===== src/sv/hrfu_pkg.sv =====
// ----------------------------------------------------------------------------
// hrfu_pkg
// Shared types and constants of the HEVC RTP payload header builder.
// ----------------------------------------------------------------------------
package hrfu_pkg;

   // configuration register indexes
   localparam logic CSR_PACKET_SIZE = 1'b0;
   localparam logic CSR_HEADER_SIZE = 1'b1;

   localparam logic [15:0] PACKET_SIZE_RESET = 16'd1500;
   localparam logic [7:0]  HEADER_SIZE_RESET = 8'd12;

   // operation codes
   localparam logic OP_FRAME_BYTE = 1'b0;
   localparam logic OP_PACKET_REQ = 1'b1;

   // result kinds
   localparam logic KIND_SCAN   = 1'b0;
   localparam logic KIND_PACKET = 1'b1;

   // scan status codes
   localparam logic [1:0] SCAN_FOUND     = 2'd0;
   localparam logic [1:0] SCAN_NOT_FOUND = 2'd1;
   localparam logic [1:0] SCAN_TOO_SHORT = 2'd2;

   // header length codes
   localparam logic [1:0] HDR_LEN_NONE   = 2'd0;
   localparam logic [1:0] HDR_LEN_SINGLE = 2'd2;
   localparam logic [1:0] HDR_LEN_FU     = 2'd3;

   // payload header constants
   localparam logic [7:0] FU_TYPE_BYTE = 8'h62;   // type 49 shifted into place
   localparam logic [7:0] TYPE_MASK    = 8'h7E;
   localparam logic [7:0] KEEP_MASK    = 8'h81;   // F bit and LayerId msb
   localparam logic [7:0] S_BIT        = 8'h80;
   localparam logic [7:0] E_BIT        = 8'h40;

   localparam int unsigned MIN_FRAME_BYTES = 6;

   typedef struct packed {
      logic        op;
      logic [7:0]  byte_value;
      logic        first_of_frame;
      logic        last_of_frame;
      logic [15:0] payload_len;
   } hrfu_req_type;

   typedef struct packed {
      logic        kind;
      logic [1:0]  scan_status;
      logic [5:0]  nal_type;
      logic [15:0] payload_offset;
      logic [7:0]  header_byte0;
      logic [7:0]  header_byte1;
      logic [7:0]  header_byte2;
      logic [1:0]  header_length;
   } hrfu_rsp_type;

   // scanner match event toward the header builder
   typedef struct packed {
      logic       found;
      logic [7:0] hdr0;
      logic [7:0] hdr1;
   } hrfu_match_type;

endpackage


===== src/sv/hrfu_scan.sv =====
// ----------------------------------------------------------------------------
// hrfu_scan
// Start code and NAL header search over the frame byte stream.
// ----------------------------------------------------------------------------
module hrfu_scan (
   input  logic                    clock,
   input  logic                    reset,
   input  logic                    step,
   input  logic [7:0]              byte_value,
   input  logic                    first_of_frame,
   input  logic                    last_of_frame,
   output logic                    result_valid,
   output hrfu_pkg::hrfu_rsp_type  result,
   output hrfu_pkg::hrfu_match_type match
);

   logic [39:0] recent_ff, recent_in;
   logic [15:0] count_ff, count_in;
   logic        done_ff, done_in;

   logic [39:0] recent_base;
   logic [15:0] count_base;
   logic        done_base;
   logic [15:0] count_new;
   logic [5:0]  ty;
   logic        type_ok;
   logic        hit;
   logic        done_after;

   always_comb begin
      recent_base = first_of_frame ? 40'd0 : recent_ff;
      count_base  = first_of_frame ? 16'd0 : count_ff;
      done_base   = first_of_frame ? 1'b0  : done_ff;
      count_new   = (count_base == 16'hFFFF) ? count_base : count_base + 16'd1;
      ty          = 6'((recent_base[7:0] & hrfu_pkg::TYPE_MASK) >> 1);
      type_ok     = (ty < 6'd10) || ((ty > 6'd15) && (ty < 6'd22));
      hit         = !done_base
                    && (count_new >= 16'(hrfu_pkg::MIN_FRAME_BYTES))
                    && (recent_base[39:8] == 32'h0000_0001)
                    && type_ok;
      done_after  = done_base | hit;

      result = '0;
      result.kind = hrfu_pkg::KIND_SCAN;
      result.header_length = hrfu_pkg::HDR_LEN_NONE;
      result_valid = 1'b0;
      if (hit) begin
         result_valid          = 1'b1;
         result.scan_status    = hrfu_pkg::SCAN_FOUND;
         result.nal_type       = ty;
         result.payload_offset = count_new;
         result.header_byte0   = recent_base[7:0];
         result.header_byte1   = byte_value;
      end else if (last_of_frame && !done_after) begin
         result_valid       = 1'b1;
         result.scan_status = (count_new < 16'(hrfu_pkg::MIN_FRAME_BYTES))
                              ? hrfu_pkg::SCAN_TOO_SHORT : hrfu_pkg::SCAN_NOT_FOUND;
      end

      match.found = hit;
      match.hdr0  = recent_base[7:0];
      match.hdr1  = byte_value;

      // clear the scan after the last byte of a frame
      if (last_of_frame) begin
         recent_in = '0;
         count_in  = '0;
         done_in   = 1'b0;
      end else begin
         recent_in = {recent_base[31:0], byte_value};
         count_in  = count_new;
         done_in   = done_after;
      end
   end

   always_ff @(posedge clock) begin
      if (reset) begin
         recent_ff <= '0;
         count_ff  <= '0;
         done_ff   <= 1'b0;
      end else if (step) begin
         recent_ff <= recent_in;
         count_ff  <= count_in;
         done_ff   <= done_in;
      end
   end

endmodule


===== src/sv/hrfu_hdr.sv =====
// ----------------------------------------------------------------------------
// hrfu_hdr
// RTP payload header builder: single NAL or fragmentation unit header.
// ----------------------------------------------------------------------------
module hrfu_hdr (
   input  logic                    clock,
   input  logic                    reset,
   input  logic                    step,
   input  logic [15:0]             payload_len,
   input  logic [15:0]             packet_size,
   input  logic [7:0]              header_size,
   input  hrfu_pkg::hrfu_match_type match,
   output hrfu_pkg::hrfu_rsp_type  result
);

   logic        pending_ff, pending_in;
   logic [15:0] nal_ff, nal_in;

   logic signed [17:0] lim_single;
   logic signed [17:0] lim_last;
   logic signed [17:0] len_s;
   logic [7:0]         b2;

   always_comb begin
      lim_single = $signed({2'b00, packet_size}) - 18'sd2 - $signed({10'd0, header_size});
      lim_last   = $signed({2'b00, packet_size}) - 18'sd3 - $signed({10'd0, header_size});
      len_s      = $signed({2'b00, payload_len});

      result      = '0;
      result.kind = hrfu_pkg::KIND_PACKET;
      b2          = (nal_ff[7:0] & hrfu_pkg::TYPE_MASK) >> 1;
      if (pending_ff && (len_s <= lim_single)) begin
         result.header_byte0  = nal_ff[7:0];
         result.header_byte1  = nal_ff[15:8];
         result.header_length = hrfu_pkg::HDR_LEN_SINGLE;
      end else begin
         if (pending_ff) begin
            b2 = b2 | hrfu_pkg::S_BIT;
         end else if (len_s <= lim_last) begin
            b2 = b2 | hrfu_pkg::E_BIT;
         end
         result.header_byte0  = (nal_ff[7:0] & hrfu_pkg::KEEP_MASK) | hrfu_pkg::FU_TYPE_BYTE;
         result.header_byte1  = nal_ff[15:8];
         result.header_byte2  = b2;
         result.header_length = hrfu_pkg::HDR_LEN_FU;
      end

      // a request always ends the first-packet phase; a match rearms it
      pending_in = pending_ff;
      nal_in     = nal_ff;
      if (match.found) begin
         pending_in = 1'b1;
         nal_in     = {match.hdr1, match.hdr0};
      end else if (step) begin
         pending_in = 1'b0;
      end
   end

   always_ff @(posedge clock) begin
      if (reset) begin
         pending_ff <= 1'b0;
         nal_ff     <= '0;
      end else begin
         pending_ff <= pending_in;
         nal_ff     <= nal_in;
      end
   end

endmodule


===== src/sv/hevc_rtp_fu_header_builder.sv =====
// ----------------------------------------------------------------------------
// hevc_rtp_fu_header_builder
// Start code scanner and RFC 7798 payload header builder in one block.
// ----------------------------------------------------------------------------
//
//   channel | direction | handshake           | payload
//   --------+-----------+---------------------+---------------------------
//   req     | in        | req_valid/req_stall | hrfu_req_type transaction
//   rsp     | out       | rsp_valid/rsp_stall | hrfu_rsp_type transaction
//   csr     | in        | csr_valid/csr_ready | csr_index, csr_data
//
// One transaction per clock while the result channel does not stall. A request
// is held in the input register, is worked in one pass of scanner or header
// logic, and lands in the result register that drives rsp_valid. Frame bytes that
// produce no result leave no result transaction.
// Synchronous reset clears scan state, first-packet flag, stored NAL header
// and both valid bits, and loads packet_size 1500 and header_size 12.
// A stalled result holds; req_stall rises only when the input register is
// full and the result register cannot drain.
// ----------------------------------------------------------------------------
module hevc_rtp_fu_header_builder (
   input  logic                   clock,
   input  logic                   reset,

   input  logic                   req_valid,
   output logic                   req_stall,
   input  hrfu_pkg::hrfu_req_type req_data,

   output logic                   rsp_valid,
   input  logic                   rsp_stall,
   output hrfu_pkg::hrfu_rsp_type rsp_data,

   input  logic                   csr_valid,
   output logic                   csr_ready,
   input  logic                   csr_index,
   input  logic [15:0]            csr_data
);

   // input register
   logic                   in_valid_ff, in_valid_in;
   hrfu_pkg::hrfu_req_type in_data_ff;

   // result register
   logic                   out_valid_ff, out_valid_in;
   hrfu_pkg::hrfu_rsp_type out_data_ff;

   // configuration
   logic [15:0] packet_size_ff;
   logic [7:0]  header_size_ff;

   logic                    out_free;
   logic                    work;
   logic                    accept;
   logic                    scan_step;
   logic                    hdr_step;
   logic                    scan_valid;
   hrfu_pkg::hrfu_rsp_type  scan_result;
   hrfu_pkg::hrfu_rsp_type  hdr_result;
   hrfu_pkg::hrfu_match_type match;
   hrfu_pkg::hrfu_match_type match_gated;
   logic                    has_result;
   hrfu_pkg::hrfu_rsp_type  next_result;

   // advance the input register whenever the result register can take data
   assign out_free  = !out_valid_ff || !rsp_stall;
   assign work      = in_valid_ff && out_free;
   assign req_stall = in_valid_ff && !out_free;
   assign accept    = req_valid && !req_stall;
   assign scan_step = work && (in_data_ff.op == hrfu_pkg::OP_FRAME_BYTE);
   assign hdr_step  = work && (in_data_ff.op == hrfu_pkg::OP_PACKET_REQ);

   assign csr_ready = 1'b1;

   hrfu_scan u_scan (
      .clock          (clock),
      .reset          (reset),
      .step           (scan_step),
      .byte_value     (in_data_ff.byte_value),
      .first_of_frame (in_data_ff.first_of_frame),
      .last_of_frame  (in_data_ff.last_of_frame),
      .result_valid   (scan_valid),
      .result         (scan_result),
      .match          (match)
   );

   // only a match on a taken frame byte rearms the header builder
   always_comb begin
      match_gated       = match;
      match_gated.found = match.found && scan_step;
   end

   hrfu_hdr u_hdr (
      .clock       (clock),
      .reset       (reset),
      .step        (hdr_step),
      .payload_len (in_data_ff.payload_len),
      .packet_size (packet_size_ff),
      .header_size (header_size_ff),
      .match       (match_gated),
      .result      (hdr_result)
   );

   // select the result of whichever path the transaction took
   always_comb begin
      if (in_data_ff.op == hrfu_pkg::OP_PACKET_REQ) begin
         has_result  = 1'b1;
         next_result = hdr_result;
      end else begin
         has_result  = scan_valid;
         next_result = scan_result;
      end
   end

   always_comb begin
      in_valid_in = in_valid_ff;
      if (accept) begin
         in_valid_in = 1'b1;
      end else if (work) begin
         in_valid_in = 1'b0;
      end
      out_valid_in = out_valid_ff;
      if (out_free) begin
         out_valid_in = work && has_result;
      end
   end

   always_ff @(posedge clock) begin
      if (reset) begin
         in_valid_ff  <= 1'b0;
         out_valid_ff <= 1'b0;
      end else begin
         in_valid_ff  <= in_valid_in;
         out_valid_ff <= out_valid_in;
      end
   end

   // payload registers: load on acceptance / on a produced result
   always_ff @(posedge clock) begin
      if (accept) begin
         in_data_ff <= req_data;
      end
      if (work && has_result) begin
         out_data_ff <= next_result;
      end
   end

   always_ff @(posedge clock) begin
      if (reset) begin
         packet_size_ff <= hrfu_pkg::PACKET_SIZE_RESET;
         header_size_ff <= hrfu_pkg::HEADER_SIZE_RESET;
      end else if (csr_valid && csr_ready) begin
         unique case (csr_index)
            hrfu_pkg::CSR_PACKET_SIZE: packet_size_ff <= csr_data;
            hrfu_pkg::CSR_HEADER_SIZE: header_size_ff <= csr_data[7:0];
            default: ;
         endcase
      end
   end

   assign rsp_valid = out_valid_ff;
   assign rsp_data  = out_data_ff;

endmodule


===== config.mk =====
export PLATFORM = sky130hd
export DESIGN_NAME = hevc_rtp_fu_header_builder
export DESIGN_NICKNAME = d
export VERILOG_FILES = /design/src/sv/hrfu_pkg.sv /design/src/sv/hrfu_scan.sv /design/src/sv/hrfu_hdr.sv /design/src/sv/hevc_rtp_fu_header_builder.sv
export SDC_FILE = /design/constraint.sdc
export NUM_CORES = 1
export LEC_CHECK = 0
export ABC_AREA = 0
export BUFFER_PORTS_ARGS = -buffer_cell sky130_fd_sc_hd__buf_2
export CORE_AREA = 2 2 171 173
export CTS_BUF_LIST = sky130_fd_sc_hd__clkbuf_8
export CTS_CLUSTER_DIAMETER = 120
export DETAILED_ROUTE_END_ITERATION = 7
export DIE_AREA = 0 0 173 175
export GPL_ROUTABILITY_DRIVEN = 0
export HOLD_SLACK_MARGIN = 0.02
export PLACE_DENSITY = 0.59
export SYNTH_ARGS = -nofsm -noshare
export SYNTH_HDL_FRONTEND = slang
export SYNTH_SLANG_ARGS = --single-unit

===== constraint.sdc =====
create_clock -name clock -period 5.95 [get_ports clock]
set_input_delay 1.19 -clock clock [delete_from_list [all_inputs] [get_ports clock]]
set_output_delay 1.19 -clock clock [all_outputs]
set_load 0.1 [all_outputs]

# After elaboration in Yosys (flattened, before gate mapping)
# Index checks and enable logic that the tools add are counted.
# word_totals
output_inout_bits	54
elab_cells	95
in_bits	49
reg_bits	178
# classes
addsub	5
bitwise_logic	5
magnitude_cmp	7
reduce_logical	29
mux	24
n_eq_ne	2
# op_table
operator	n
two-way mux 40 bit	2
two-way mux 51 bit	1
two-way mux 16 bit	3
two-way mux 38 bit	1
less-or-equal comparator 17 x 18 -> 1 bit	2
subtractor 18 x 9 -> 18 bit	2
subtractor 16 x 2 -> 17 bit (second input constant)	2
== test 32 x 1 -> 1 bit (second input constant)	1
adder 16 x 1 -> 16 bit (second input constant)	1
== test 16 bit (second input constant)	1
>= comparator 16 x 3 -> 1 bit (second input constant)	1
< comparator 16 x 3 -> 1 bit (second input constant)	1
two-way mux 8 bit	2
two-way mux 15 bit	1
logical AND 1 bit	13
two-way mux 1 bit	10
two-way mux 7 bit	1
> comparator 6 x 4 -> 1 bit (second input constant)	1
logical NOT 1 bit	6
< comparator 6 x 4 -> 1 bit (second input constant)	1
< comparator 6 x 5 -> 1 bit (second input constant)	1
two-way mux 2 bit	3
OR reduction 3 bit	2
inverter 1 bit	4
other kinds (5)	9

# Depth between registers and ports, before layout
# depth
ltp_word	14
ltp_mapped	23
ltp_nobuf	22

# Hierarchy
# A second synthesis with hierarchy kept.
# unflattened
cells_unflattened	1177
hier_area_um2	11255.8
# by_module_without_submodules
mod	instances	area_each_um2	seq_area_each_um2	cells_each
hevc_rtp_fu_header_builder	1	4085.2	2862.7	253
hrfu_scan	1	3697.3	1141.1	463
hrfu_hdr	1	3473.3	340.3	461

# Worst setup path before layout
# OpenSTA, ideal clock, no wires.
# synth_timing
path_type	reg2reg
startpoint	reg in_data_ff[17] (netlist bit)
endpoint	reg out_data_ff (netlist bit rsp_data[0]), enable pin
arrival_time_ns	5.593
path_buffers	5
path_slack_ns	-0.134
required_ns	5.460
period_less_slack_ns	6.084
stages_incl_launch_ff	15
setup_ns	0.490
path_cell_list	edfxtp_1 clkbuf_1 clkbuf_1 nor2b_1 ha_1 clkbuf_1 nand3_1 or2_0 clkbuf_1 o21a_1 a41oi_1 or4_4 o21ai_0 buf_2 a31oi_1
# synth_via
elab_chain_cells	14
elab_cells_between_ends	24
cone_classes	add/sub: 1; order compare: 4; eq/ne: 2; mux: 7; bitwise: 1; reduce/logical: 9
# synth_lines
element	line_no	source
start, declared	hevc_rtp_fu_header_builder.sv:41	hrfu_pkg::hrfu_req_type in_data_ff;
start signal, assigned	hevc_rtp_fu_header_builder.sv:140	in_data_ff <= req_data;
two-way mux 16 bit	hrfu_scan.sv:32	count_base = first_of_frame ? 16'd0 : count_ff;
adder 16 x 1 -> 16 bit / == test 16 bit (equally long branches)	hrfu_scan.sv:34	count_new = (count_base == 16'hFFFF) ? count_base : count_base + 16'd1;
two-way mux 16 bit	hrfu_scan.sv:34	
>= comparator 16 x 3 -> 1 bit	hrfu_scan.sv:38	&& (count_new >= 16'(hrfu_pkg::MIN_FRAME_BYTES))
logical AND 1 bit	hrfu_scan.sv:38	
logical AND 1 bit	hrfu_scan.sv:39	&& (recent_base[39:8] == 32'h0000_0001)
logical AND 1 bit	hrfu_scan.sv:40	&& type_ok;
bitwise OR 1 bit	hrfu_scan.sv:41	done_after = done_base | hit;
logical NOT 1 bit	hrfu_scan.sv:54	end else if (last_of_frame && !done_after) begin
logical AND 1 bit	hrfu_scan.sv:54	
two-way mux 1 bit	hrfu_scan.sv:54	
two-way mux 1 bit (*)	hrfu_scan.sv:47	if (hit) begin
two-way mux 1 bit (*)	hevc_rtp_fu_header_builder.sv:105	if (in_data_ff.op == hrfu_pkg::OP_PACKET_REQ) begin
logical AND 1 bit (*)	hevc_rtp_fu_header_builder.sv:142	if (work && has_result) begin
end signal, assigned	hevc_rtp_fu_header_builder.sv:143	out_data_ff <= next_result;
end, declared	hevc_rtp_fu_header_builder.sv:45	hrfu_pkg::hrfu_rsp_type out_data_ff;
# Every way passes the cells marked *; elsewhere a longest branch is shown, timed or not.
# A chain may end at the register's enable or synchronous reset.

==> parameters.txt <==
Parameter                              Value

Outcome
  Status    completed

STA
  Least setup slack across all paths after layout    0.936 ns
  Highest achievable clock rate    199 MHz
  Number of setup violations in the final report    0
  Minimum clock period    5.01 ns
  Period utilisation layout    0.843
  Final Max Tran Viols    0
  Worst-margin pin slew    1.13 ns
  Unrepaired setup endpoints after global routing    no
  Final number of hold-violating endpoints    0
  Slew Limit Headroom    0.246
  Maximum clock skew at final layout    0.0240 ns
  Setup total negative slack    0 ns
  Final hold slack    0.455 ns

Worst hold path
  Hold-critical path depth    2
  Startpoint of the worst hold path    u_scan.recent_ff[35]
  Endpoint of the worst hold-timing path    u_scan.recent_ff[35]
  Worst hold path class    reg2reg

Final layout
  Sequential cell area in the final layout    4340 sq um
  Antenna Cells    0
  Ratio of cells with drive above 1 in the final layout    0.151
  Fill count    2921
  Total number of nets in the final design    1268
  Post-Layout Cell Count    1562
  Area taken by multi-input logic gates    5050 sq um
  Layout-stage area growth over the synthesis result    12.5%

Worst setup path
  Setup crit start kind    flop
  Worst reg2reg setup slack    0.94 ns
  Capturing element type of the critical path    flop
  Signal arrival time at the worst endpoint    5.25 ns
  Reg-to-Reg Start    packet_size_ff[3]
  R2r worst-path depth    17
  Endpoint of the worst-slack reg-to-reg timing path    rsp_data[19]
  Critical path type    reg2reg
  Endpoint required time on the critical path    6.18 ns
  Worst-path maximum fanout    15

Synth
  Synthesized area divided by synthesized cell count    8.89 sq um
  Most instantiated cells after synthesis    sky130_fd_sc_hd__nand2_1, sky130_fd_sc_hd__nor2_1, sky130_fd_sc_hd__a21oi_1
  Cell types with the largest area share after synthesis    sky130_fd_sc_hd__edfxtp_1, sky130_fd_sc_hd__dfxtp_1, sky130_fd_sc_hd__ha_1
  Yosys warning count    0
  Post-synthesis sequential area ratio    0.444
  Post-synthesis register bit count    178
  Distinct cell type count after synthesis    70
  Most used standard cell by instance count after synthesis    sky130_fd_sc_hd__nand2_1
  Mapped Nets    1203
  Fraction of synthesized cell area taken by the top area cell type    0.239
  Netlist area before placement    9780 sq um
  Cell count after synthesis    1100
  Number of enable-type register cells in the synthesized netlist    78
  Most used DFF post-synth    sky130_fd_sc_hd__dfxtp_1
  Cell accounting for the most synthesized area    sky130_fd_sc_hd__edfxtp_1
  Fraction of registers with async set or reset after synthesis    0

Clock tree
  Buffers inserted during post-CTS setup optimization    0
  CTS H-tree depth    4
  Count of hold-fix buffers inserted at cts    0
  Count of cells resized by post-cts repair    0
  Clock buffers created by TritonCTS    17
  CTS tree    built
  Root cell of the clock tree    sky130_fd_sc_hd__clkbuf_8
  # clock sinks    178
  Clock-pin transition on the worst setup and hold timing paths    0.10 ns
  Buffers from clock root to sink, at most    2
  Clock latency reported for the late side of the worst-skew pair    0.48 ns

Global route
  GR Util All Layers    0.171
  GR Overflow Total    0
  Maximum number of pins on one net before global-route repair    68
  Number of global-route vias before repair    7749
  Number of antenna violations at the first check in global routing    0
  Global-route wire length before repair    41500 microns

Power and ir drop
  Internal cell power    1.81 mW
  Share of total power in combinational logic    0.155
  Peak supply drop    132 uV
  Static Leakage    4.20 nW
  Pwr dens    238 nW/um^2
  Switching power    0.806 mW
  Clock power frac    0.333
  Net switching share of the total power    0.308
  Proportion of power drawn by flip-flops and latches    0.512

Die
  Overall die width    173 microns
  Number of standard-cell rows in the floorplan    62
  Die area    30300 sq um
  Vertical die dimension    175 microns
  Total I/O pin count    103
  Core outline area    28400 sq um
  Initial core utilization    0.345

Detailed routing
  Total wire length after detailed routing    25900 microns
  Via-to-Cell Ratio    5.26
  Post-DRT Antenna Nets    0
  # DRC    0
  Total iterations of the first detailed-routing run    5
  Iteration-0 DRC count of the detailed router    671
  Post-DR wirelength/cell    16.6 microns
  Vias    8219

Place
  Number of I/O port buffers    101
  Half-perimeter wire length after placement    18600 microns
  Number of cells after detailed placement    1530
  Post-placement setup slack    0.983 ns

Flow run
  Max Cap Viol    0
-- through the flow --
step                      instance area [sq um]   util  total power, mW
after floorplan                            9790      -             1.66
after global placement                    10600  0.373             1.77
after detailed placement                  10600  0.373             1.77
after CTS                                 11000  0.388             2.65
after global routing                      11000  0.388             2.74
final                                     11000  0.388             2.62
-- routing by layer --
| layer | GRT usage | part of all wire | vias up |
|---|---|---|---|
| li1 | - | - | 4048 |
| met1 | 0.222 | 0.46 | 3935 |
| met2 | 0.293 | 0.49 | 201 |
| met3 | 0.0283 | 0.034 | 35 |
| met4 | 0.0523 | 0.017 | 0 |
| met5 | 0 | 0 | - |
-- cell type report --
cell class	count	share of cell area
Clock buffer	18	0.0225
Multi-Input combinational cell	824	0.459
Clock inverter	14	0.0147
Inverter	29	0.00989
Sequential cell	178	0.395
Timing Repair Buffer	115	0.0555
Tap cell	384	0.0437
-- worst max path at each step --
stage	startpoint	cells past startpoint	end	slack (ns)
3_5_place_dp	packet_size_ff[2]	19	rsp_data[8]	0.98
6_report	packet_size_ff[3]	17	rsp_data[19]	0.94
2_1_floorplan	in_data_ff[17]	14	rsp_data[0]	0.92
3_3_place_gp	packet_size_ff[3]	17	rsp_data[23]	1.09
5_1_grt	packet_size_ff[3]	17	rsp_data[19]	0.52
4_1_cts	packet_size_ff[2]	19	rsp_data[8]	0.97
-- cell usage in the layout (no fill, tap or decap), types with 29 or more instances in the layout --
cell | netlist | routed
sky130_fd_sc_hd__nand2_1 | 153 | 153
sky130_fd_sc_hd__nor2_1 | 108 | 107
sky130_fd_sc_hd__a21oi_1 | 104 | 104
sky130_fd_sc_hd__buf_2 | 6 | 101
sky130_fd_sc_hd__dfxtp_1 | 100 | 100
sky130_fd_sc_hd__edfxtp_1 | 78 | 78
sky130_fd_sc_hd__ha_1 | 52 | 52
sky130_fd_sc_hd__o21ai_0 | 43 | 43
sky130_fd_sc_hd__nand3_1 | 38 | 37
sky130_fd_sc_hd__inv_1 | 29 | 29
sky130_fd_sc_hd__xnor2_1 | 29 | 29
-- cells by family after synthesis --
kind of cell | after synthesis | share of synthesized area
multiplexers | 13 | 0.0134
buffers and inverters | 98 | 0.0425
XOR/XNOR | 45 | 0.0403
flip-flops | 178 | 0.444
AND/OR/NAND/NOR | 472 | 0.240
AO/OA/AOI/OAI | 238 | 0.148
adder cells (fa/ha/maj) | 54 | 0.0706
other | 2 | 0.000768
-- registers in the layout (all words and copies together) (netlist names) --
register          flops
u_scan.recent_ff     40
packet_size_ff       16
header_size_ff        8
u_scan.done_ff        1
u_hdr.nal_ff         16
rsp_valid             1
in_valid_ff           1
rsp_data             51
in_data_ff           27
u_hdr.pending_ff      1
u_scan.count_ff      16
-- critical path, stage by stage, from the launching register on --
cell,delay (ns)
sky130_fd_sc_hd__dfxtp_1,0.44
sky130_fd_sc_hd__nor4_1,0.76
sky130_fd_sc_hd__nand2_1,0.15
sky130_fd_sc_hd__xnor2_1,0.16
sky130_fd_sc_hd__ha_1,0.23
sky130_fd_sc_hd__or4_1,0.42
sky130_fd_sc_hd__o221a_2,0.31
sky130_fd_sc_hd__nor2_1,0.17
sky130_fd_sc_hd__mux2i_1,0.23
sky130_fd_sc_hd__o22ai_1,0.12
sky130_fd_sc_hd__xnor2_1,0.17
sky130_fd_sc_hd__ha_1,0.30
sky130_fd_sc_hd__a21oi_1,0.12
sky130_fd_sc_hd__o21ai_0,0.10
sky130_fd_sc_hd__a211oi_1,0.21
sky130_fd_sc_hd__a41oi_1,0.09
sky130_fd_sc_hd__a211o_1,0.48
sky130_fd_sc_hd__o31a_1,0.31
-- power by group through the flow --
stage	Sequential, mW	Combinational (mW)	Clock [mW]
CTS	1.34	0.408	0.901
detailed placement	1.37	0.406	0
global route	1.35	0.447	0.945
finish	1.34	0.405	0.871
floorplan	1.41	0.247	0
global placement	1.37	0.402	0
No activity file was read; power rests on OpenSTA's default activity.
